### src/rtl/bia_pkg.sv
`timescale 1ns / 1ps
// ----------------------------------------------------------------------------
// bia_pkg
// Shared constants, codes, control/status structs and the grant-mask helper
// for the bitmap index allocator.
// ----------------------------------------------------------------------------
package bia_pkg;

    localparam int BIA_GROUPS      = 16;
    localparam int BIA_EPG         = 256;
    localparam int WORD_BITS       = 32;
    localparam int INDEX_BITS      = 12;
    localparam int INDEX_LIMIT     = 4096;
    localparam logic [WORD_BITS-1:0] FULL_WORD = 32'hffff_ffff;

    // reciprocal divide: exact for 12-bit indexes and group sizes from 9 up to 1024
    localparam int RECIP_SHIFT = 24;
    localparam int RECIP_BITS  = 21;

    localparam logic KIND_ALLOC   = 1'b0;
    localparam logic KIND_RELEASE = 1'b1;

    localparam logic [1:0] ST_DONE     = 2'd0;
    localparam logic [1:0] ST_NOFREE   = 2'd1;
    localparam logic [1:0] ST_NOTALLOC = 2'd2;

    typedef struct packed {
        logic load;      // capture the accepted beat
        logic clr_step;  // write one zero word of the clearing pass
        logic sel_grp;   // pick lowest group with a free word
        logic rd_word;   // pick lowest free word, read it
        logic alloc_wr;  // set lowest free bit, update summary and count
        logic rel_div;   // split release index: group
        logic rel_rd;    // word address and bit, read it
        logic rel_wr;    // test and clear the bit
    } bia_cmd_t;

    typedef struct packed {
        logic clr_last;  // clearing pass at its last word
        logic grp_any;   // some group still has a grantable entry
        logic rel_ok;    // release index lies inside the table
    } bia_stat_t;

    // Bits of word w in group g that may ever be granted.
    function automatic logic [WORD_BITS-1:0] grant_mask(input int epg, input int g,
                                                        input int w);
        int lim_grp;
        int lim_idx;
        int n;
        lim_grp = epg - w * WORD_BITS;
        lim_idx = INDEX_LIMIT - g * epg - w * WORD_BITS;
        n = WORD_BITS;
        if (lim_grp < n) n = lim_grp;
        if (lim_idx < n) n = lim_idx;
        if (n <= 0) begin
            return '0;
        end else if (n >= WORD_BITS) begin
            return FULL_WORD;
        end else begin
            return (WORD_BITS'(1) << n) - WORD_BITS'(1);
        end
    endfunction

endpackage

### src/rtl/bia_ctrl.sv
`timescale 1ns / 1ps
// ----------------------------------------------------------------------------
// bia_ctrl
// Sequencer: clearing pass, allocate and release steps, result hand-off.
// ----------------------------------------------------------------------------
module bia_ctrl (
    input  logic               aclk,
    input  logic               aresetn,
    input  logic               in_valid,
    input  logic               in_kind,
    output logic               in_ready,
    input  logic               out_busy,
    output logic               out_load,
    input  bia_pkg::bia_stat_t stat,
    output bia_pkg::bia_cmd_t  cmd
);
    import bia_pkg::*;

    typedef enum logic [3:0] {
        CLEAR, IDLE, A_GRP, A_WORD, A_BIT, R_DIV, R_ADDR, R_BIT, OUT
    } state_t;

    state_t state_reg;
    state_t state_next;

    always_comb begin
        cmd        = '0;
        in_ready   = 1'b0;
        out_load   = 1'b0;
        state_next = state_reg;
        unique case (state_reg)
            CLEAR: begin
                cmd.clr_step = 1'b1;
                if (stat.clr_last) state_next = IDLE;
            end
            IDLE: begin
                in_ready = 1'b1;
                cmd.load = in_valid;
                if (in_valid) state_next = (in_kind == KIND_RELEASE) ? R_DIV : A_GRP;
            end
            A_GRP: begin
                cmd.sel_grp = 1'b1;
                state_next  = stat.grp_any ? A_WORD : OUT;
            end
            A_WORD: begin
                cmd.rd_word = 1'b1;
                state_next  = A_BIT;
            end
            A_BIT: begin
                cmd.alloc_wr = 1'b1;
                state_next   = OUT;
            end
            R_DIV: begin
                cmd.rel_div = 1'b1;
                state_next  = stat.rel_ok ? R_ADDR : OUT;
            end
            R_ADDR: begin
                cmd.rel_rd = 1'b1;
                state_next = R_BIT;
            end
            R_BIT: begin
                cmd.rel_wr = 1'b1;
                state_next = OUT;
            end
            OUT: begin
                out_load = !out_busy;
                if (!out_busy) state_next = IDLE;
            end
            default: state_next = IDLE;
        endcase
    end

    always_ff @(posedge aclk) begin
        if (!aresetn) begin
            state_reg <= CLEAR;
        end else begin
            state_reg <= state_next;
        end
    end

endmodule

### config.mk
export PLATFORM = sky130hd
export DESIGN_NAME = bia_ctrl
export DESIGN_NICKNAME = d
export VERILOG_FILES = /design/src/rtl/bia_pkg.sv /design/src/rtl/bia_ctrl.sv
export SDC_FILE = /design/constraint.sdc
export NUM_CORES = 1
export LEC_CHECK = 0
export ABC_CLOCK_PERIOD_IN_PS = 3550
export BUFFER_PORTS_ARGS = -buffer_cell sky130_fd_sc_hd__buf_2
export CAP_MARGIN = 30
export CORE_AREA = 2 2 39 41
export DETAILED_ROUTE_END_ITERATION = 7
export DIE_AREA = 0 0 41 43
export SLEW_MARGIN = 30
export SYNTH_ARGS = -nofsm -noshare
export SYNTH_HDL_FRONTEND = slang
export SYNTH_SLANG_ARGS = --single-unit
### constraint.sdc
create_clock -name aclk -period 3.55 [get_ports aclk]
set_clock_uncertainty 0.2 [all_clocks]
set_input_delay 0.71 -clock aclk [delete_from_list [all_inputs] [get_ports aclk]]
set_output_delay 0.71 -clock aclk [all_outputs]
set_load 0.01 [all_outputs]
==> results.py <==
metrics = {
    "sta": {
        "tns_ns": 0,
        "finalSetupViolCount": 0,
        "fmax_ghz": 0.4257,
        "worst_pin_slew_ns": 0.4328,
        "fin_crit_sh_pct": 66.17,
        "slew_viol_final": 0,
        "relSlewSlack_pct": 71.11,
        "worst_slack_ns": 1.201,
        "fin_crit_ns": 2.349,
        "hold_viol": 0,
        "rsz0062_at_grt": "no",
    },
    "layout": {
        "final_nets": 75,
        "final_cell_mix": "buf_2, nor2_1, nor3_1, dfxtp_1",
        "largest_register_ffs": 4,
        "drive_gt1_share_pct": 32.31,
        "final_common_cell": "buf_2",
        "syn2layout_area_growth_pct": 28.72,
        "antennaDiodeCount": 0,
    },
    "power_and_ir_drop": {
        "ir_drop_mv": 0.1955,
        "internal_power_mw": 0.09653,
        "power_switching_mw": 0.03307,
        "power.share.combinational_pct": 18.3,
        "p_clk_share_pct": 42.0,
        "swShare_pct": 25.52,
        "seqPwrFrac_pct": 39.7,
        "powerDensity_nw_per_um2": 285.4,
        "power_leakage_nw": 0.2143,
    },
    "yosys": {
        "syn_area_sq_um": 352.8,
        "postSynthCellCount": 49,
        "ys_types": 23,
        "syn_avg_cell_area_sq_um": 7.201,
        "yosysSeqAreaShare_pct": 22.70,
        "synth-seq-cells": 4,
        "ys_warn_count": 0,
        "syn_nets": 57,
    },
    "floorplanning": {
        "die-area_sq_um": 1763,
        "coreArea_sq_um": 1384,
        "initial_utilization_pct": 25.50,
        "die_h_microns": 43,
        "die-width_microns": 41,
        "ioPinCount": 18,
        "fp-row-count": 14,
    },
    "placed_design": {
        "portBuffers": 17,
        "dp_slack_ns": 1.443,
        "hpwl_microns": 603,
        "finalWeightedCongestion": 0.7933,
    },
    "global_route": {
        "antenna_found_initial": 0,
        "grt_max_degree": 15,
        "overflow": 0,
        "grt_pass1_vias": 265,
        "grt_pass1_wl_microns": 1062,
        "track_usage_pct": 9.228,
    },
    "hold_path": {
        "min_path_type": "reg2reg",
        "min-delay-start": "state_reg[1]$_SDFFE_PN0P_",
        "whs_path_depth": 2,
    },
    "route": {
        "via_per_inst": 4.704,
        "antenna_left": 0,
        "route.detailed.wl_per_inst_microns": 9.383,
        "dr.pass1.iters": 4,
        "vias": 381,
        "drt_iter0_drc": 6,
        "drc": 0,
        "wl_microns": 760,
    },
    "worst_setup_path": {
        "arrival_ns": 1.44,
        "reg2reg_from": "state_reg[0]$_SDFFE_PN0P_",
        "cp-end-kind": "primary output",
        "reg2reg_depth": 3,
        "crit_required_ns": 2.64,
        "cp_max_fo": 12,
        "start_kind": "register",
        "critPathLaunch": "state_reg[0]$_SDFFE_PN0P_",
        "critPathKind": "reg2out",
    },
    "outcome": {
        "outcome": "completed",
    },
    "clock_network": {
        "cts_setup_buffers": 0,
        "cts_sinks": 4,
        "clk_pin_slew_worst_paths_ns": 0.04,
        "hold_buffers": 0,
        "cts-root-buf": "clkbuf_4",
        "clockBufferDepth": 2,
        "cts.repair.resized": 0,
        "cts_tree": "yes",
        "clock_latency_ns": 0.23,
        "cts_max_level": 1,
        "cts_buffers": 3,
    },
    "flow_run": {
        "maxCapViolations": 0,
    },
}
-- synth_stat cells --
library cell | count | area share, %
nor2_1 | 6 | 6.4
and3b_1 | 1 | 2.5
or3b_1 | 2 | 5.0
or4b_1 | 1 | 2.8
o21a_1 | 1 | 2.1
nand2b_1 | 3 | 5.3
a211oi_2 | 1 | 3.5
o221ai_1 | 1 | 2.5
nand2_1 | 3 | 3.2
or4_1 | 1 | 2.1
a31oi_1 | 1 | 1.8
buf_2 | 3 | 4.3
buf_6 | 1 | 3.2
inv_1 | 2 | 2.1
a21oi_1 | 2 | 2.8
o21ai_0 | 3 | 4.3
nor2b_1 | 3 | 5.3
nand3b_1 | 1 | 2.1
a211oi_1 | 2 | 4.3
dfxtp_1 | 4 | 23
nor3_1 | 4 | 5.7
xor2_1 | 1 | 2.5
and2_1 | 2 | 3.5
-- per-layer routing --
layer | vias to the layer above | track usage [%] | wire, microns
met5 | - | 0 | 0
met4 | 0 | 4.000 | 0
met3 | 0 | 6.283 | 57
met2 | 12 | 10.94 | 352
met1 | 166 | 12.50 | 349
li1 | 203 | - | -
-- path summary, 6_finish.rpt --
kind                               end  slack (ns)
min reg2reg  state_reg[2]$_SDFFE_PN0P_        0.41
min          state_reg[2]$_SDFFE_PN0P_        0.41
max reg2reg  state_reg[0]$_SDFFE_PN0P_        1.97
max                           out_load        1.20
-- worst max-delay path, cell delays in order (launching register included) --
cell and delay [ns]:
dfxtp_1 0.41, or4b_1 0.58, nor2_1 0.09, buf_2 0.13
-- layout make-up --
class	instances	area (sq um)
Fill cell	152	929.6
Multi-Input combinational cell	39	239.0
Timing Repair Buffer	17	85.08
Sequential cell	4	80.08
Clock buffer	3	22.52
Tap cell	16	20.02
Inverter	2	7.507
-- through the flow --
| step | hold WS, ns | cell area [sq um] | power (mW) | util [%] | std cells |
|---|---|---|---|---|---|
| 5_1_grt | 0.4676 | 454.2 | 0.1409 | 32.82 | 81 |
| 2_1_floorplan | 0.3899 | 352.8 | 0.06656 | - | 49 |
| 6_report | 0.4086 | 454.2 | 0.1296 | 32.82 | 81 |
| 3_5_place_dp | 0.4123 | 431.7 | 0.07599 | 31.19 | 78 |
| 4_1_cts | 0.4155 | 454.2 | 0.1327 | 32.82 | 81 |
| 3_3_place_gp | 0.4001 | 431.7 | 0.07583 | 31.19 | 78 |
-- power by group through the flow --
stage	clock network, mW	registers (mW)	logic (mW)
floorplan	0	0.0482	0.0184
global placement	0	0.0520	0.0238
detailed placement	0	0.0522	0.0238
CTS	0.0572	0.0515	0.0239
global route	0.0620	0.0520	0.0270
finish	0.0544	0.0515	0.0237
-- logic make-up (layout without fill, tap and decap cells) --
| kind of cell | count (synthesis) | in the layout | share of synthesized area (%) |
|---|---|---|---|
| simple gates | 27 | 27 | 43.97 |
| compound gates | 11 | 11 | 21.28 |
| buf+inv | 6 | 22 | 9.574 |
| flops | 4 | 4 | 22.70 |
| xor+xnor | 1 | 1 | 2.483 |
No activity file was read; power rests on OpenSTA's default activity.
